==> src/design/uvs_pkg.sv <==
package uvs_pkg;

  // Geometry limits and fixed point
  localparam int MAX_DIVISIONS    = 256;
  localparam int SINE_TABLE_DEPTH = 1024;
  localparam int ANGLE_BITS       = 16;

  localparam int DEPTH_BITS   = $clog2(SINE_TABLE_DEPTH);
  localparam int IDX_W        = DEPTH_BITS + 1;
  localparam int ADDR_SUM_W   = ANGLE_BITS - 2 + DEPTH_BITS + 1;
  localparam int QUARTER_TURN = 1 << (ANGLE_BITS - 2);
  localparam int HALF_QUARTER = QUARTER_TURN / 2;

  localparam logic [16:0] ONE_Q16     = 17'h10000;
  localparam logic [15:0] NORM_POS_UP = 16'h7FFF;
  localparam logic [15:0] NORM_NEG_DN = 16'h8000;
  localparam logic [63:0] HALF_PI_Q30 = 64'd1686629713;

  localparam int QUEUE_DEPTH = 4;
  localparam int QUEUE_AW    = $clog2(QUEUE_DEPTH);

  // Register map
  typedef enum logic [2:0] {
    REG_STACK_COUNT = 3'd0,
    REG_SLICE_COUNT = 3'd1,
    REG_RADIUS      = 3'd2,
    REG_LAT_STEP    = 3'd3,
    REG_LON_STEP    = 3'd4,
    REG_S_STEP      = 3'd5,
    REG_T_STEP      = 3'd6
  } cfg_reg_t;

  localparam logic [8:0]  RST_STACK_COUNT = 9'd16;
  localparam logic [8:0]  RST_SLICE_COUNT = 9'd32;
  localparam logic [15:0] RST_RADIUS      = 16'd256;
  localparam logic [15:0] RST_LAT_STEP    = 16'd2048;
  localparam logic [15:0] RST_LON_STEP    = 16'd2048;
  localparam logic [16:0] RST_S_STEP      = 17'd2048;
  localparam logic [15:0] RST_T_STEP      = 16'd4096;

  typedef logic [ANGLE_BITS-1:0] angle_t;

  typedef struct packed {
    logic [8:0]  stack_count;
    logic [8:0]  slice_count;
    logic [15:0] radius;
    logic [15:0] lat_step;
    logic [15:0] lon_step;
    logic [16:0] s_step;
    logic [15:0] t_step;
  } cfg_t;

  // One vertex request from the sequencer
  typedef struct packed {
    angle_t      phi;
    angle_t      theta;
    logic [16:0] s;
    logic [16:0] t;
    logic        pole;
    logic        bottom;
    logic        kind;
    logic        first;
    logic        last;
  } job_t;

  typedef struct packed {
    logic [16:0] pos_x;
    logic [16:0] pos_y;
    logic [16:0] pos_z;
    logic [15:0] norm_x;
    logic [15:0] norm_y;
    logic [15:0] norm_z;
    logic [16:0] tex_s;
    logic [16:0] tex_t;
    logic        prim_kind;
    logic        prim_first;
    logic        mesh_last;
  } vertex_t;

  typedef struct packed {
    logic [IDX_W-1:0] idx;
    logic             neg;
  } rom_addr_t;

  typedef logic [15:0] sine_rom_t [0:SINE_TABLE_DEPTH];

  // Quarter-wave sine in Q1.15 from a Q2.30 Taylor series, odd terms to x^15
  function automatic sine_rom_t build_sine_rom();
    sine_rom_t   rom;
    logic [63:0] x;
    logic [63:0] x2;
    logic [63:0] term;
    logic [63:0] sum;
    for (int k = 0; k <= SINE_TABLE_DEPTH; k++) begin
      x    = (HALF_PI_Q30 * 64'(k)) / SINE_TABLE_DEPTH;
      x2   = (x * x) >> 30;
      term = x;
      sum  = x;
      term = ((term * x2) >> 30) / 6;   sum = sum - term;
      term = ((term * x2) >> 30) / 20;  sum = sum + term;
      term = ((term * x2) >> 30) / 42;  sum = sum - term;
      term = ((term * x2) >> 30) / 72;  sum = sum + term;
      term = ((term * x2) >> 30) / 110; sum = sum - term;
      term = ((term * x2) >> 30) / 156; sum = sum + term;
      term = ((term * x2) >> 30) / 210; sum = sum - term;
      rom[k] = 16'((sum + 64'd16384) >> 15);
    end
    return rom;
  endfunction

  // Table address and sign for sin(a)
  function automatic rom_addr_t sine_addr(input angle_t a);
    logic [1:0]            quad;
    logic [ANGLE_BITS-3:0] p;
    logic [ADDR_SUM_W-1:0] sum;
    logic [IDX_W-1:0]      idx;
    rom_addr_t             r;
    quad = a[ANGLE_BITS-1 -: 2];
    p    = a[ANGLE_BITS-3:0];
    sum  = ADDR_SUM_W'(p) * ADDR_SUM_W'(SINE_TABLE_DEPTH) + ADDR_SUM_W'(HALF_QUARTER);
    idx  = sum[ANGLE_BITS-2 +: IDX_W];
    if (idx > IDX_W'(SINE_TABLE_DEPTH)) idx = IDX_W'(SINE_TABLE_DEPTH);
    if (quad[0]) idx = IDX_W'(SINE_TABLE_DEPTH) - idx;
    r.idx = idx;
    r.neg = quad[1];
    return r;
  endfunction

  function automatic rom_addr_t cos_addr(input angle_t a);
    return sine_addr(a + angle_t'(QUARTER_TURN));
  endfunction

  // Magnitude product, Q1.15 scale, round half up (sign applied outside)
  function automatic logic [15:0] mul_round(input logic [15:0] a, input logic [15:0] b);
    logic [31:0] p;
    p = 32'(a) * 32'(b) + 32'd16384;
    return p[30:15];
  endfunction

  function automatic logic [16:0] to_s17(input logic [15:0] mag, input logic neg);
    return neg ? (17'd0 - {1'b0, mag}) : {1'b0, mag};
  endfunction

  // Q1.15 normal with saturation of +1.0
  function automatic logic [15:0] norm_sat(input logic [15:0] mag, input logic neg);
    logic [16:0] v;
    v = to_s17(mag, neg);
    if (!neg && mag[15]) return NORM_POS_UP;
    return v[15:0];
  endfunction

endpackage

==> src/design/uvs_queue.sv <==
module uvs_queue import uvs_pkg::*; (
  input  logic clk,
  input  logic rst_n,
  input  logic push,
  input  job_t push_job,
  input  logic pop,
  output job_t head_job,
  output logic not_empty,
  output logic full
);

  job_t                slot_r [QUEUE_DEPTH];
  logic [QUEUE_AW-1:0] wr_ptr_r, rd_ptr_r;
  logic [QUEUE_AW:0]   count_r;

  assign not_empty = count_r != '0;
  assign full      = count_r == (QUEUE_AW+1)'(QUEUE_DEPTH);
  assign head_job  = slot_r[rd_ptr_r];

  always_ff @(posedge clk) begin
    if (push) slot_r[wr_ptr_r] <= push_job;
  end

  always_ff @(posedge clk) begin
    if (!rst_n) begin
      wr_ptr_r <= '0;
      rd_ptr_r <= '0;
      count_r  <= '0;
    end else begin
      if (push) wr_ptr_r <= wr_ptr_r + 1'b1;
      if (pop) rd_ptr_r <= rd_ptr_r + 1'b1;
      if (push && !pop) count_r <= count_r + 1'b1;
      else if (pop && !push) count_r <= count_r - 1'b1;
    end
  end

endmodule

==> config.mk <==
export PLATFORM = sky130hd
export DESIGN_NAME = uvs_queue
export DESIGN_NICKNAME = d
export VERILOG_FILES = /design/src/design/uvs_pkg.sv /design/src/design/uvs_queue.sv
export SDC_FILE = /design/constraint.sdc
export NUM_CORES = 1
export LEC_CHECK = 0
export BUFFER_PORTS_ARGS = -buffer_cell sky130_fd_sc_hd__buf_2
export CAP_MARGIN = 40
export CORE_ASPECT_RATIO = 0.5
export CORE_MARGIN = 5
export CORE_UTILIZATION = 51
export CTS_CLUSTER_SIZE = 25
export DETAILED_ROUTE_END_ITERATION = 10
export PLACE_DENSITY = 0.72
export SYNTH_ARGS = -nofsm -noshare
export SYNTH_HDL_FRONTEND = slang
export SYNTH_SLANG_ARGS = --single-unit
export TNS_END_PERCENT = 100
==> constraint.sdc <==
create_clock -name clk -period 5.7 [get_ports clk]
set_clock_uncertainty 0.15 [all_clocks]
set_input_delay 1.14 -clock clk [delete_from_list [all_inputs] [get_ports clk]]
set_output_delay 1.14 -clock clk [all_outputs]
set_load 0.01 [all_outputs]
==> results.json <==
{
  "status": "complete, no violations",
  "fin_cells": 873,
  "cp.arrival_ns": 2.46,
  "synth_edf_count": 284,
  "route.detailed.drc": 0,
  "track_usage": 0.158,
  "avgRoutedWirePerCell_um": 21.7,
  "setup_viol": 0,
  "reg2reg_from": "wr_ptr_r[0]",
  "wl_met1_um": 7790,
  "io_buffers": 147,
  "fp.dieW_um": 215,
  "post-cts-setup-buffer-count": 0,
  "drtAntennaViolNets": 0,
  "synthCells": 414,
  "ys_ff_latch": 293,
  "h-tree-depth": 1,
  "fp.dieH_um": 113,
  "num_vias": 4732,
  "cp-end-kind": "primary output",
  "clockBufferDepth": 3,
  "cts_tree": "yes",
  "cp_max_fo": 40,
  "leakage_nw": 4.22,
  "finalCriticalPeriod_ns": 3.75,
  "cts_resized": 0,
  "cpPeakStageDelay_ns": 0.78,
  "r2r_slack_ns": 3.44,
  "layout.nets": 660,
  "synth_top_area_frac": 0.792,
  "wl_met2_um": 9850,
  "dpl.hpwl_um": 11500,
  "wirelength_um": 19000,
  "finalHoldViolCount": 0,
  "min_delay_path_depth": 2,
  "worst_r2r_endpoint": "slot_r[1][45]",
  "synthArstFlopShare": 0,
  "cts-buffers-inserted": 26,
  "yosysWarnings": 0,
  "drt_iter0_drc": 374,
  "synth_common_cells": "284 x edfxtp_1, 70 x mux4_2, 9 x and2_1, 9 x dfxtp_1",
  "place_congestion": 0.689,
  "slew_viol_final": 0,
  "fmax_ghz": 0.267,
  "wl_met3_um": 993,
  "grt_pass1_wl_um": 30000,
  "power.density_nw_per_um2": 368,
  "crit_slowest_cell": "dfxtp_4",
  "synth_fp_nets": 495,
  "die-area_um2": 24300,
  "antenna_found_initial": 4,
  "ys.flop_type": "edfxtp_1",
  "finalSetupTns_ns": 0,
  "core_area_um2": 20600,
  "clock_latency_ns": 0.52,
  "relSlewSlack": 0.495,
  "reg2reg_depth": 3,
  "top_layer": "met5",
  "grt_start_max_net_pins": 50,
  "p_total_w": 0.00463,
  "syn_avg_cell_area_um2": 26.0,
  "postPlaceCellArea_um2": 11700,
  "crit_type": "reg2out",
  "cp.required_ns": 4.41,
  "overflow": 0,
  "ctsHoldBuffers": 0,
  "drt_pass1_iterations": 4,
  "drive_above_1_share": 0.441,
  "tightest_slew_ns": 0.758,
  "yosysUniqueCellTypes": 21,
  "holdWs_ns": 0.372,
  "ioPinCount": 148,
  "grt_pass1_vias": 5233,
  "dp_cells": 824,
  "ir_worst_vdd_mv": 0.175,
  "holdPathEnd": "count_r[2]",
  "synth.most_common_cell": "edfxtp_1",
  "crit_chain": "buf_12 > mux4_2 > buf_2",
  "initial_utilization": 0.522,
  "clkSlewWorstSetupHoldPaths_ns": 0.07,
  "cts-root-buf": "clkbuf_16",
  "rsz0062_at_grt": "false",
  "synthTopCellsByArea": "edfxtp_1 79%, mux4_2 15%, dfxtp_1 1.7%",
  "fin_crit_sh": 0.657,
  "maxCapViolations": 0,
  "hp-start": "count_r[2]",
  "critPathLaunchType": "flop",
  "synth_top_area_cell": "edfxtp_1",
  "post-route-cell-area_um2": 12600,
  "cts.sinks": 293,
  "routed_via_density": 5.42,
  "synth_seq_area_share": 0.809,
  "hold_class": "reg2reg",
  "syn_to_final_growth_pct": 16.6,
  "fp-row-count": 37,
  "netlist_area_um2": 10800
}
[cells by family (layout without fill, tap and decap cells)]
group,count (synthesis),in the layout,synth area share
flip-flops,293,293,0.809
multiplexers,73,73,0.151
buffers and inverters,20,204,0.0191
AND/OR/NAND/NOR,15,15,0.00860
adder cells (fa/ha/maj),6,6,0.00767
XOR/XNOR,5,5,0.00407
AO/OA/AOI/OAI,2,2,0.00116
other,0,2,0
[worst max-delay path: cells and delay by family, from the launching register on]
kind | cells | cell delay [ns]
multiplexers | 1 | 0.57
buffers and inverters | 2 | 0.54
flip-flops | 1 | 0.78
[worst max-delay path by stage]
stage	startpoint	end	slack, ns	cells after the start
3_5_place_dp	flop	head_job[12]	2.40	3
5_1_grt	flop	head_job[12]	1.74	3
4_1_cts	flop	head_job[12]	1.83	3
3_3_place_gp	flop	head_job[47]	2.40	3
2_1_floorplan	push	slot_r[0][0]	2.31	1
6_report	flop	head_job[10]	1.95	3
[per-stage QoR]
step	worst slack [ns]	util
detailed placement	2.40	0.568
finish	1.95	0.608
CTS	1.83	0.608
global placement	2.40	0.568
global route	1.74	0.608
floorplan	2.31	-
[layout make-up]
cell class | count | area [um2]
clock buffers | 34 | 702
multi-input cells | 101 | 1860
diodes | 2 | 5.00
repair buffers | 153 | 793
fillers | 1446 | 8090
flip-flops and latches | 293 | 8720
clock inverters | 13 | 118
well taps | 273 | 342
inverters | 4 | 15.0
[registers in the layout, summed over array words and instances, names as in the netlist, named ones only]
name / count
count_r: 3
rd_ptr_r: 2
slot_r: 284
wr_ptr_r: 2
[metal layers]
layer	track usage	up-vias
li1	-	2098
met3	0.0390	30
met5	0	-
met4	0.0371	4
met1	0.213	2507
met2	0.269	93
[report_power, final]
group / switching [W] / internal (W) / leakage (nW) / total, W
logic: 0.000218 / 0.000204 / 1.14 / 0.000422
clock network: 0.000723 / 0.000960 / 0.394 / 0.00168
registers: 0.0000481 / 0.00247 / 2.68 / 0.00252
[layout by cell type, fill, tap and decap left out, types with 2 or more instances in the layout]
master | Yosys | routed
clkbuf_16 | 0 | 27
ha_1 | 5 | 5
and2_4 | 0 | 4
clkbuf_1 | 0 | 7
clkinvlp_4 | 0 | 2
dfxtp_1 | 9 | 7
buf_2 | 7 | 147
nor2b_1 | 2 | 2
or3_1 | 2 | 2
edfxtp_1 | 284 | 284
bufinv_16 | 0 | 2
xnor2_1 | 2 | 2
clkinv_2 | 0 | 3
mux4_2 | 70 | 70
dfxtp_4 | 0 | 2
and2_1 | 9 | 5
xor2_1 | 3 | 3
inv_1 | 4 | 4
buf_4 | 0 | 5
clkinv_1 | 0 | 5
mux2i_1 | 2 | 2
diode_2 | 0 | 2
Power figures use the tool's default switching activity.
