--- src/design/uvs_pkg.sv ---
package uvs_pkg;

  // Geometry limits and fixed point
  localparam int MAX_DIVISIONS    = 256;
  localparam int SINE_TABLE_DEPTH = 1024;
  localparam int ANGLE_BITS       = 16;

  localparam int DEPTH_BITS   = $clog2(SINE_TABLE_DEPTH);
  localparam int IDX_W        = DEPTH_BITS + 1;
  localparam int ADDR_SUM_W   = ANGLE_BITS - 2 + DEPTH_BITS + 1;
  localparam int QUARTER_TURN = 1 << (ANGLE_BITS - 2);
  localparam int HALF_QUARTER = QUARTER_TURN / 2;

  localparam logic [16:0] ONE_Q16     = 17'h10000;
  localparam logic [15:0] NORM_POS_UP = 16'h7FFF;
  localparam logic [15:0] NORM_NEG_DN = 16'h8000;
  localparam logic [63:0] HALF_PI_Q30 = 64'd1686629713;

  localparam int QUEUE_DEPTH = 4;
  localparam int QUEUE_AW    = $clog2(QUEUE_DEPTH);

  // Register map
  typedef enum logic [2:0] {
    REG_STACK_COUNT = 3'd0,
    REG_SLICE_COUNT = 3'd1,
    REG_RADIUS      = 3'd2,
    REG_LAT_STEP    = 3'd3,
    REG_LON_STEP    = 3'd4,
    REG_S_STEP      = 3'd5,
    REG_T_STEP      = 3'd6
  } cfg_reg_t;

  localparam logic [8:0]  RST_STACK_COUNT = 9'd16;
  localparam logic [8:0]  RST_SLICE_COUNT = 9'd32;
  localparam logic [15:0] RST_RADIUS      = 16'd256;
  localparam logic [15:0] RST_LAT_STEP    = 16'd2048;
  localparam logic [15:0] RST_LON_STEP    = 16'd2048;
  localparam logic [16:0] RST_S_STEP      = 17'd2048;
  localparam logic [15:0] RST_T_STEP      = 16'd4096;

  typedef logic [ANGLE_BITS-1:0] angle_t;

  typedef struct packed {
    logic [8:0]  stack_count;
    logic [8:0]  slice_count;
    logic [15:0] radius;
    logic [15:0] lat_step;
    logic [15:0] lon_step;
    logic [16:0] s_step;
    logic [15:0] t_step;
  } cfg_t;

  // One vertex request from the sequencer
  typedef struct packed {
    angle_t      phi;
    angle_t      theta;
    logic [16:0] s;
    logic [16:0] t;
    logic        pole;
    logic        bottom;
    logic        kind;
    logic        first;
    logic        last;
  } job_t;

  typedef struct packed {
    logic [16:0] pos_x;
    logic [16:0] pos_y;
    logic [16:0] pos_z;
    logic [15:0] norm_x;
    logic [15:0] norm_y;
    logic [15:0] norm_z;
    logic [16:0] tex_s;
    logic [16:0] tex_t;
    logic        prim_kind;
    logic        prim_first;
    logic        mesh_last;
  } vertex_t;

  typedef struct packed {
    logic [IDX_W-1:0] idx;
    logic             neg;
  } rom_addr_t;

  typedef logic [15:0] sine_rom_t [0:SINE_TABLE_DEPTH];

  // Quarter-wave sine in Q1.15 from a Q2.30 Taylor series, odd terms to x^15
  function automatic sine_rom_t build_sine_rom();
    sine_rom_t   rom;
    logic [63:0] x;
    logic [63:0] x2;
    logic [63:0] term;
    logic [63:0] sum;
    for (int k = 0; k <= SINE_TABLE_DEPTH; k++) begin
      x    = (HALF_PI_Q30 * 64'(k)) / SINE_TABLE_DEPTH;
      x2   = (x * x) >> 30;
      term = x;
      sum  = x;
      term = ((term * x2) >> 30) / 6;   sum = sum - term;
      term = ((term * x2) >> 30) / 20;  sum = sum + term;
      term = ((term * x2) >> 30) / 42;  sum = sum - term;
      term = ((term * x2) >> 30) / 72;  sum = sum + term;
      term = ((term * x2) >> 30) / 110; sum = sum - term;
      term = ((term * x2) >> 30) / 156; sum = sum + term;
      term = ((term * x2) >> 30) / 210; sum = sum - term;
      rom[k] = 16'((sum + 64'd16384) >> 15);
    end
    return rom;
  endfunction

  // Table address and sign for sin(a)
  function automatic rom_addr_t sine_addr(input angle_t a);
    logic [1:0]            quad;
    logic [ANGLE_BITS-3:0] p;
    logic [ADDR_SUM_W-1:0] sum;
    logic [IDX_W-1:0]      idx;
    rom_addr_t             r;
    quad = a[ANGLE_BITS-1 -: 2];
    p    = a[ANGLE_BITS-3:0];
    sum  = ADDR_SUM_W'(p) * ADDR_SUM_W'(SINE_TABLE_DEPTH) + ADDR_SUM_W'(HALF_QUARTER);
    idx  = sum[ANGLE_BITS-2 +: IDX_W];
    if (idx > IDX_W'(SINE_TABLE_DEPTH)) idx = IDX_W'(SINE_TABLE_DEPTH);
    if (quad[0]) idx = IDX_W'(SINE_TABLE_DEPTH) - idx;
    r.idx = idx;
    r.neg = quad[1];
    return r;
  endfunction

  function automatic rom_addr_t cos_addr(input angle_t a);
    return sine_addr(a + angle_t'(QUARTER_TURN));
  endfunction

  // Magnitude product, Q1.15 scale, round half up (sign applied outside)
  function automatic logic [15:0] mul_round(input logic [15:0] a, input logic [15:0] b);
    logic [31:0] p;
    p = 32'(a) * 32'(b) + 32'd16384;
    return p[30:15];
  endfunction

  function automatic logic [16:0] to_s17(input logic [15:0] mag, input logic neg);
    return neg ? (17'd0 - {1'b0, mag}) : {1'b0, mag};
  endfunction

  // Q1.15 normal with saturation of +1.0
  function automatic logic [15:0] norm_sat(input logic [15:0] mag, input logic neg);
    logic [16:0] v;
    v = to_s17(mag, neg);
    if (!neg && mag[15]) return NORM_POS_UP;
    return v[15:0];
  endfunction

endpackage

--- src/design/uvs_front.sv ---
module uvs_front import uvs_pkg::*; (
  input  logic clk,
  input  logic rst_n,
  input  cfg_t cfg,
  input  logic take,
  input  logic restart,
  output job_t job
);

  logic [7:0]  stack_r, stack_nxt, cur_stack;
  logic [8:0]  slice_r, slice_nxt, cur_slice;
  logic        pair_r, pair_nxt, cur_pair;
  logic        pole_r, pole_nxt, cur_pole;
  angle_t      phi_r, phi_nxt, cur_phi;
  angle_t      theta_r, theta_nxt, cur_theta;
  logic [16:0] s_r, s_nxt, cur_s;
  logic [16:0] t_r, t_nxt, cur_t;

  logic [8:0]  stacks, slices, last_stack;
  logic [16:0] t_dn, s_inc;
  logic [17:0] s_sum;
  angle_t      phi_inc;
  logic [7:0]  stack_inc;
  logic        slice_end, at_bottom, row_step, slice_step;

  // Restart acts as if the state were fresh from reset
  always_comb begin
    if (restart) begin
      cur_stack = '0;
      cur_slice = '0;
      cur_pair  = 1'b0;
      cur_pole  = 1'b1;
      cur_phi   = '0;
      cur_theta = '0;
      cur_s     = '0;
      cur_t     = ONE_Q16;
    end else begin
      cur_stack = stack_r;
      cur_slice = slice_r;
      cur_pair  = pair_r;
      cur_pole  = pole_r;
      cur_phi   = phi_r;
      cur_theta = theta_r;
      cur_s     = s_r;
      cur_t     = t_r;
    end
  end

  always_comb begin
    if (cfg.stack_count < 9'd2) stacks = 9'd2;
    else if (cfg.stack_count > 9'(MAX_DIVISIONS)) stacks = 9'(MAX_DIVISIONS);
    else stacks = cfg.stack_count;
    slices = (cfg.slice_count > 9'(MAX_DIVISIONS)) ? 9'(MAX_DIVISIONS) : cfg.slice_count;
  end

  assign last_stack = stacks - 9'd1;
  assign t_dn       = (cur_t > {1'b0, cfg.t_step}) ? (cur_t - {1'b0, cfg.t_step}) : 17'd0;
  assign phi_inc    = cur_phi + angle_t'(cfg.lat_step);
  assign stack_inc  = cur_stack + 8'd1;
  assign slice_end  = cur_slice >= slices;
  assign at_bottom  = {1'b0, cur_stack} >= last_stack;
  assign s_sum      = {1'b0, cur_s} + {1'b0, cfg.s_step};
  assign s_inc      = (s_sum > {1'b0, ONE_Q16}) ? ONE_Q16 : s_sum[16:0];

  always_comb begin
    stack_nxt  = cur_stack;
    slice_nxt  = cur_slice;
    pair_nxt   = cur_pair;
    pole_nxt   = cur_pole;
    phi_nxt    = cur_phi;
    theta_nxt  = cur_theta;
    s_nxt      = cur_s;
    t_nxt      = cur_t;
    row_step   = 1'b0;
    slice_step = 1'b0;
    job        = '0;

    if (cur_pole) begin
      job.pole   = 1'b1;
      job.first  = 1'b1;
      job.bottom = cur_stack != 8'd0;
      job.s      = (cur_stack != 8'd0) ? 17'd0 : ONE_Q16;
      job.t      = 17'd0;
      pole_nxt   = 1'b0;
      slice_nxt  = '0;
      theta_nxt  = '0;
      s_nxt      = '0;
      pair_nxt   = 1'b0;
    end else if (cur_stack == 8'd0) begin
      // top ring
      job.phi   = phi_inc;
      job.theta = cur_theta;
      job.s     = cur_s;
      job.t     = t_dn;
      if (slice_end) row_step = 1'b1;
      else slice_step = 1'b1;
    end else if (at_bottom) begin
      // bottom ring, reversed walk
      job.phi   = cur_phi;
      job.theta = angle_t'(0) - cur_theta;
      job.s     = ONE_Q16 - cur_s;
      job.t     = cur_t;
      if (slice_end) begin
        job.last  = 1'b1;
        stack_nxt = '0;
        pole_nxt  = 1'b1;
        phi_nxt   = '0;
        t_nxt     = ONE_Q16;
        slice_nxt = '0;
        theta_nxt = '0;
        s_nxt     = '0;
        pair_nxt  = 1'b0;
      end else begin
        slice_step = 1'b1;
      end
    end else begin
      job.kind  = 1'b1;
      job.theta = cur_theta;
      job.s     = cur_s;
      if (!cur_pair) begin
        job.first = cur_slice == 9'd0;
        job.phi   = cur_phi;
        job.t     = cur_t;
        pair_nxt  = 1'b1;
      end else begin
        job.phi  = phi_inc;
        job.t    = t_dn;
        pair_nxt = 1'b0;
        if (slice_end) row_step = 1'b1;
        else slice_step = 1'b1;
      end
    end

    if (row_step) begin
      stack_nxt = stack_inc;
      phi_nxt   = phi_inc;
      t_nxt     = t_dn;
      slice_nxt = '0;
      theta_nxt = '0;
      s_nxt     = '0;
      pair_nxt  = 1'b0;
      pole_nxt  = {1'b0, stack_inc} >= last_stack;
    end
    if (slice_step) begin
      slice_nxt = cur_slice + 9'd1;
      theta_nxt = cur_theta + angle_t'(cfg.lon_step);
      s_nxt     = s_inc;
    end
  end

  always_ff @(posedge clk) begin
    if (!rst_n) begin
      stack_r <= '0;
      slice_r <= '0;
      pair_r  <= 1'b0;
      pole_r  <= 1'b1;
      phi_r   <= '0;
      theta_r <= '0;
      s_r     <= '0;
      t_r     <= ONE_Q16;
    end else if (take) begin
      stack_r <= stack_nxt;
      slice_r <= slice_nxt;
      pair_r  <= pair_nxt;
      pole_r  <= pole_nxt;
      phi_r   <= phi_nxt;
      theta_r <= theta_nxt;
      s_r     <= s_nxt;
      t_r     <= t_nxt;
    end
  end

endmodule

--- config.mk ---
export PLATFORM = sky130hd
export DESIGN_NAME = uvs_front
export DESIGN_NICKNAME = d
export VERILOG_FILES = /design/src/design/uvs_pkg.sv /design/src/design/uvs_front.sv
export SDC_FILE = /design/constraint.sdc
export NUM_CORES = 1
export LEC_CHECK = 0
export ABC_AREA = 1
export BUFFER_PORTS_ARGS = -buffer_cell sky130_fd_sc_hd__buf_2
export CELL_PAD_IN_SITES_DETAIL_PLACEMENT = 1
export CELL_PAD_IN_SITES_GLOBAL_PLACEMENT = 1
export CORE_AREA = 8 8 181 183
export DETAILED_ROUTE_END_ITERATION = 8
export DIE_AREA = 0 0 189 191
export PLACE_DENSITY = 0.83
export RECOVER_POWER = 50
export SYNTH_ARGS = -nofsm -noshare
export SYNTH_HDL_FRONTEND = slang
export SYNTH_SLANG_ARGS = --single-unit
--- constraint.sdc ---
create_clock -name clk -period 8.4 [get_ports clk]
set_input_delay 0.84 -clock clk [delete_from_list [all_inputs] [get_ports clk]]
set_output_delay 0.84 -clock clk [all_outputs]
set_load 0.02 [all_outputs]
==> results of run 1 <==
final cells by class:
| class | instances | area, µm² | share of cell area [%] |
|---|---|---|---|
| clock buffers | 9 | 225 | 1.91 |
| clock inverters | 7 | 58.8 | 0.498 |
| inverters | 278 | 1050 | 8.86 |
| multi-input cells | 1370 | 7450 | 63.1 |
| flip-flops and latches | 85 | 1700 | 14.4 |
| well taps | 396 | 495 | 4.20 |
| repair buffers | 166 | 826 | 7.00 |
critical path: stages:
cell	delay, ns
buf_2	0.34
inv_1	0.13
clkbuf_1	1.33
nand2_1	0.43
inv_1	0.20
ha_1	0.27
a21oi_1	0.14
o21ai_0	0.11
o31a_1	0.29
nand2_1	0.08
nand2_2	0.10
nand3_4	0.35
nand2_1	0.23
inv_1	0.75
o21ai_0	0.16
a21oi_1	0.26
buf_2	0.22
power breakdown:
| part | total (mW) | switching (mW) | leakage, nW | internal, mW |
|---|---|---|---|---|
| clock | 0.407 | 0.202 | 0.133 | 0.205 |
| combinational | 0.467 | 0.320 | 5.05 | 0.147 |
| sequential | 0.433 | 0.0108 | 0.696 | 0.422 |
layout by cell type (no fill, tap or decap), types with 9 or more instances in the layout:
| master | instances |
|---|---|
| nand3_1 | 144 |
| clkbuf_16 | 9 |
| inv_2 | 10 |
| nor2_1 | 191 |
| xnor2_1 | 24 |
| o21ai_0 | 121 |
| clkbuf_1 | 20 |
| nand4_1 | 27 |
| nor4_1 | 9 |
| a21oi_1 | 192 |
| o211ai_1 | 29 |
| or2_2 | 10 |
| dfxtp_1 | 85 |
| ha_1 | 91 |
| buf_2 | 138 |
| nand2_1 | 386 |
| inv_1 | 267 |
| xor2_1 | 35 |
| a31oi_1 | 13 |
| nor3_1 | 29 |
flip-flops by register name (all words and copies together), names as in the netlist:
signal   cells
t_r         17
pair_r       1
theta_r     16
pole_r       1
phi_r       16
s_r         17
slice_r      9
stack_r      8
routing by layer:
metal / track usage (%) / share of wire, %
met4: 6.98 / 2.4
met2: 40.9 / 50
met5: 0 / 0
met1: 26.1 / 44
met3: 2.68 / 3.8
path summary, 6_finish.rpt:
check | start | end | cells past startpoint
max | restart | job[70] | 17
min | phi_r[4] | phi_r[4] | 2
max reg2reg | stack_r[0] | s_r[1] | 18
min reg2reg | phi_r[4] | phi_r[4] | 2
kinds of logic after synthesis:
kind of cell	after synthesis
AOI/OAI and AO/OA	399
xor gates and xnor gates	59
adders and majority gates	95
buffers and inverters	358
DFF	85
muxes	1
and+or+nand+nor	816
==> metrics.yaml, run 1 <==
ir_drop_mv: 0.0784
ctsResizeCount: 0
finalSetupViolations: 0
drtPass1Iterations: 7
rows: 64
rrSetupSlack_ns: 3.63
setup_tns_ns: 0
yosys.area_share.simple_pct: 33.2
fin_skew_ns: 0.0152
wl_per_cell_um: 17.5
worstSkewPairLatency_ns: 0.35
synthArstFlopShare_pct: 0
status: "complete, but fails checks"
synth_xor_area_share_pct: 4.89
layout-drive-gt1-share_pct: 10.5
initial_utilization_pct: 35.2
vias_per_cell: 5.40
first_global_vias: 13400
holdBufCountCts: 0
violations: "max-capacitance violations, max-slew violations"
post-route-cell-area_um2: 11800
n_fill_cell: 4234
track_usage_pct: 22.1
antennaDiodeCount: 0
portBuffers: 157
utilization_pct: 39.3
critPathKind: "in2out"
grt_max_degree: 66
p_per_area_nw_per_um2: 111
synth_most_common_cell: "nand2_1"
synth.top_cells.by_area: "dfxtp_1 16%, nand2_1 14%, ha_1 11%"
ys_ff_latch: 85
path_clk_slew_ns: 0.07
slew_violations: 105
worst_pin_slew_ns: 2.48
max_slew_margin_pct: -65.4
die_area_um2: 36100
cts_tree: "built"
synth_mux_area_share_pct: 0.0947
synth_cells: 1813
synth_top_cell_by_area: "dfxtp_1"
syn_area_um2: 10600
path_max_fanout: 32
synth_compound_area_share_pct: 20.8
fin_crit_sh_pct: 84.7
drc: 0
syn_avg_cell_area_um2: 5.83
end_kind: "primary output"
grt_pass1_wl_um: 66300
synth_ff_type: "dfxtp_1"
syn_to_final_growth_pct: 11.7
power.total_mw: 1.31
wl_um: 40500
htree_levels: 3
ys_seq_area_share_pct: 16.1
place_area_um2: 11600
ys_types: 49
cap_violations: 3
cts_max_path_buffers: 2
period_needed_ns: 7.11
chipWidth_um: 189
hold_class: "reg2reg"
boundaryPins: 174
synth_edf_count: 0
setup_slack_ns: 1.29
cp-start-kind: "primary input"
rsz0062_at_grt: "no"
die_h_um: 191
p_leak_nw: 5.88
dpl.hpwl_um: 29700
drtIter0Drc: 656
synth_top_area_share_pct: 16.1
yosys-top-cells-count: "385 x nand2_1, 266 x inv_1, 192 x a21oi_1, 192 x nor2_1, 144 x nand3_1"
synth.net_count: 2011
cp.arrival_ns: 6.27
dp_cells: 2295
overflow: 0
holdWs_ns: 0.466
ant_nets: 0
vias: 12500
cts_made_buffers: 9
grt_antenna_before_repair: 0
nNetsFinal: 2108
place_congestion: 0.915
synth_top_family_by_area: "simple AND/OR/NAND/NOR gates"
pre_cts_slack_ns: 2.31
synth_adder_area_share_pct: 11.5
post_cts_buffers: 0
hold_viol_final: 0
clock-root-buffer: "clkbuf_16"
ys_warn_count: 0
core_region_area_um2: 30000
max_freq_ghz: 0.141
fin_cells: 2311
cp.required_ns: 7.56
cts_sinks: 85
Power figures use the tool's default switching activity.
==> run 2, diff against run 1 <==
clock period = 7.2 ns   (was 8.4 ns; I/O delays follow)
==> run 2 against run 1 <==
Effect of this change:
- routed wire length is 0.63% higher
- clock skew is 0.0014 ns lower
- critical path type unchanged
- the flow still finishes with violations (max-capacitance violations, max-slew violations)
- critical path depth is 4 lower
==> metrics.yaml, run 2 (synthesis results as in run 1) <==
wl_per_cell_um: 17.6
portBuffers: 157
htree_levels: 3
cts_sinks: 85
layout_commonest_cell: "nand2_1"
place_congestion: 0.883
grt_pass1_wl_um: 65900
path_buf_inv: 6
hold_start: "phi_r[5]"
cp.arrival_ns: 5.61
drtPass1Iterations: 5
grt_max_degree: 68
end_kind: "primary output"
whs_path_depth: 2
overflow: 0
boundaryPins: 174
period_needed_ns: 6.33
die_h_um: 191
max_freq_ghz: 0.158
path_max_fanout: 27
nNetsFinal: 2110
ctsResizeCount: 0
cp-start-kind: "primary input"
violations: "max-capacitance violations, max-slew violations"
setup_tns_ns: 0
p_per_area_nw_per_um2: 130
antennaDiodeCount: 0
p_leak_nw: 5.88
holdBufCountCts: 0
grt_antenna_before_repair: 0
fin_crit_sh_pct: 87.9
track_usage_pct: 22.1
fin_cells: 2312
worstSkewPairLatency_ns: 0.35
r2r_end: "t_r[1]"
critPathKind: "in2out"
drc: 0
path_clk_slew_ns: 0.06
top_regs: "s_r: 17 flops, t_r: 17 flops"
setup_slack_ns: 0.873
cpMostUsedCell: "inv_1"
vias: 12600
die_area_um2: 36100
hold_end: "phi_r[5]"
layout-drive-gt1-share_pct: 10.3
rrSetupSlack_ns: 1.71
worst_pin_slew_ns: 1.54
pre_cts_slack_ns: 1.29
cts_max_path_buffers: 2
rows: 64
finalSetupViolations: 0
hold_viol_final: 0
max_slew_margin_pct: -2.41
drtIter0Drc: 667
hold_class: "reg2reg"
path_delay_family: "buffers and inverters"
reg2reg_depth: 14
ir_drop_mv: 0.112
clock-root-buffer: "clkbuf_16"
cap_violations: 1
rr_startpoint: "stack_r[0]"
vias_per_cell: 5.43
syn_to_final_growth_pct: 11.9
fin_skew_ns: 0.0137
first_global_vias: 13300
crit_path_max_incr_delay_ns: 1.15
post_cts_buffers: 0
cp.required_ns: 6.48
dp_cells: 2297
path_cells: "clkbuf_1, inv_1, nand2_1, inv_1, nor4_1, nand4_1, clkbuf_1, nand3_4, nand2_1, inv_1, o21ai_0, a21oi_1, buf_2"
power.total_mw: 1.54
most-common-layout-cells: "385 x nand2_1, 268 x inv_1, 192 x a21oi_1"
chipWidth_um: 189
utilization_pct: 39.4
status: "complete, but fails checks"
rsz0062_at_grt: "no"
ant_nets: 0
cts_tree: "built"
core_region_area_um2: 30000
cts_made_buffers: 9
dpl.hpwl_um: 29900
slew_violations: 25
initial_utilization_pct: 35.2
wl_um: 40800
crit_slowest_cell: "clkbuf_1"
[run 2: changes by cell type in the layout (fill, tap and decap cells not counted), sizes merged]
| cell | delta |
|---|---|
| buf | -3 |
| inv | -2 |
| bufinv | +1 |
| clkinvlp | -2 |
| clkbuf | +7 |
[run 2: layout make-up]
| class | count | area [µm²] |
|---|---|---|
| Clock inverter | 4 | 48.8 |
| Clock buffer | 11 | 243 |
| Timing Repair Buffer | 168 | 836 |
| Multi-Input combinational cell | 1370 | 7450 |
| Sequential cell | 85 | 1700 |
| Inverter | 278 | 1050 |
| Fill cell | 4215 | 18200 |
| Tap cell | 396 | 495 |
[run 2: worst min-delay path: cells and delay by family, from the launching register on]
family / cells / cell delay (ns)
AO/OA/AOI/OAI: 1 / 0.05
AND/OR/NAND/NOR: 1 / 0.06
flip-flops: 1 / 0.31
[run 2: metal layers]
layer  routed length, µm  track usage [%]  vias up
met5                   0                0        -
met4                1000             7.52        0
met3                1420             2.63       62
met2               20100             40.5      267
met1               18300             26.2     6081
li1                    -                -     6145
[run 2: worst max path at each step]
stage | from | endpoint | slack, ns | cells past startpoint
after global routing | restart | job[70] | 0.65 | 13
final | restart | job[70] | 0.87 | 13
after CTS | cfg[93] | job[70] | 1.31 | 21
after global placement | cfg[93] | job[70] | 1.50 | 21
after floorplan | restart | job[21] | 2.42 | 17
after detailed placement | cfg[93] | job[70] | 1.29 | 21
[run 2: power breakdown]
part / switching (mW) / internal (mW) / leakage [nW]
clock: 0.211 / 0.277 / 0.145
combinational: 0.374 / 0.172 / 5.04
sequential: 0.0133 / 0.492 / 0.696
total: 0.598 / 0.941 / 5.88
[run 2: through the flow]
step	hold WS, ns	instance area [µm²]
after floorplan	0.441	10600
after global routing	0.488	11800
after global placement	0.449	11600
after CTS	0.468	11900
after detailed placement	0.458	11600
final	0.468	11800
==> run 3, diff against run 2 <==
CELL_PAD_IN_SITES_DETAIL_PLACEMENT = 0   (was 1)
clock period = 7.05 ns   (was 7.2 ns; I/O delays follow)
==> run 3 against run 2 <==
Effect of this change:
- the run still ends with max-capacitance violations, max-slew violations left
- sequential share of layout area is essentially flat
- critical path depth grew 8
- largest cell class unchanged
- core utilization is essentially flat
- final cell count is essentially flat
- via count shrank 4.2%
- total power grew 4.2%
- combinational power shrank 1%
- worst setup slack gained 0.42 ns
- sequential power grew 2%
- clock skew shrank 0.00061 ns
==> metrics.yaml, run 3 (synthesis results as in run 1) <==
status: "complete, but fails checks"
violations: "max-capacitance violations, max-slew violations"
whs_path_depth: 2
cap_violations: 1
layout_commonest_cell: "nand2_1"
nNetsFinal: 2111
initial_utilization_pct: 35.2
layout-drive-gt1-share_pct: 10.5
cts_sinks: 85
period_needed_ns: 5.76
vias: 12000
clock-root-buffer: "clkbuf_16"
internal_power_mw: 1.00
path_clk_slew_ns: 0.07
top_regs: "s_r: 17 flops, t_r: 17 flops"
rrSetupSlack_ns: 2.15
vias_per_cell: 5.20
grt_antenna_before_repair: 0
overflow: 0
grt_pass1_wl_um: 60100
slew_violations: 33
drc: 0
fin_skew_ns: 0.0131
cts_tree: "built"
fin_cells: 2314
ant_nets: 0
cp-start-kind: "primary input"
dpl.hpwl_um: 26400
die_h_um: 191
drtPass1Iterations: 5
switching_share_pct: 37.6
drtIter0Drc: 927
antennaDiodeCount: 0
combPwrFrac_pct: 33.5
cp.arrival_ns: 5.06
utilization_pct: 39.4
p_leak_nw: 5.92
p_seq_share_pct: 32.1
rsz0062_at_grt: "no"
rr_startpoint: "stack_r[0]"
setup_tns_ns: 0
hold_end: "phi_r[7]"
p_switching_mw: 0.603
post_cts_buffers: 0
critPathKind: "in2out"
r2r_end: "s_r[9]"
first_global_vias: 11800
wl_um: 36400
cts_max_path_buffers: 2
rows: 64
syn_to_final_growth_pct: 12.0
end_kind: "primary output"
grt_max_degree: 70
finalSetupViolations: 0
place_congestion: 0.859
portBuffers: 157
ctsResizeCount: 0
most-common-layout-cells: "388 x nand2_1, 267 x inv_1, 193 x a21oi_1"
reg2reg_depth: 14
max_slew_margin_pct: -17.2
htree_levels: 3
hold_class: "reg2reg"
track_usage_pct: 20.1
fin_crit_sh_pct: 81.7
worstSkewPairLatency_ns: 0.36
boundaryPins: 174
hold_viol_final: 0
chipWidth_um: 189
cts_made_buffers: 9
cp.required_ns: 6.34
clkPwrFrac_pct: 34.4
die_area_um2: 36100
holdBufCountCts: 0
hold_start: "phi_r[7]"
wl_per_cell_um: 15.7
dp_cells: 2298
n_fill_cell: 3355
pre_cts_slack_ns: 1.39
max_freq_ghz: 0.174
path_max_fanout: 27
holdWs_ns: 0.466
core_region_area_um2: 30000
p_per_area_nw_per_um2: 135
worst_pin_slew_ns: 1.76
setup_slack_ns: 1.29
ir_drop_mv: 0.121
[run 3: changes by cell type in the layout (fill, tap and decap cells not counted), moves of 2 or more]
cell,delta
buf_2,+9
clkbuf_1,-8
clkinv_2,-2
clkinvlp_4,+2
inv_6,+2
nand2_1,+3
nand2_2,-2
o21ai_0,-2
o21ai_1,+2
[run 3: critical path: stages]
cell     delay [ns]
buf_2          0.13
nor2_1         0.15
nand4_1        0.16
nand2_1        0.23
nand2_1        0.08
nand2_1        0.13
inv_1          0.06
ha_1           0.24
xor2_1         0.27
ha_1           0.30
a21oi_1        0.13
o21ai_0        0.11
o31a_1         0.28
nand2_1        0.06
nand2_1        0.13
nand3_4        0.34
nand2_1        0.21
inv_1          0.69
o21ai_0        0.15
a21oi_1        0.26
buf_2          0.23
[run 3: through the flow]
step	power [mW]	cell area (µm²)
after floorplan	0.912	10600
after global placement	1.06	11600
after detailed placement	1.06	11600
after CTS	1.62	11900
after global routing	1.71	11800
final	1.60	11800
[run 3: worst max-delay path by stage]
stage,from,end,slack (ns),cells after the start
final,cfg[93],job[70],1.29,21
after global placement,cfg[93],job[70],1.40,21
after floorplan,restart,job[21],2.30,17
after CTS,cfg[93],job[70],1.38,21
after global routing,cfg[92],job[68],0.88,21
after detailed placement,cfg[93],job[70],1.39,21
[run 3: layer usage]
metal,wire (µm),vias to the layer above,global-route usage (%)
met5,0,-,0
met4,674,0,5.53
met3,1820,40,2.94
met2,17400,298,35.4
met1,16500,5526,25.2
li1,-,6161,-
[run 3: cell type report]
type | count | area [µm²] | share of cell area, %
Clock buffer | 10 | 239 | 2.02
Sequential cell | 85 | 1700 | 14.4
Inverter | 278 | 1050 | 8.84
Timing Repair Buffer | 169 | 847 | 7.16
Clock inverter | 6 | 92.6 | 0.782
Tap cell | 396 | 495 | 4.19
Multi-Input combinational cell | 1370 | 7410 | 62.6
[run 3: power groups by stage]
stage	registers [mW]	clock network, mW	logic, mW
2_1_floorplan	0.522	0	0.389
3_3_place_gp	0.525	0	0.535
3_5_place_dp	0.526	0	0.538
4_1_cts	0.514	0.568	0.541
5_1_grt	0.517	0.580	0.612
6_report	0.515	0.551	0.538
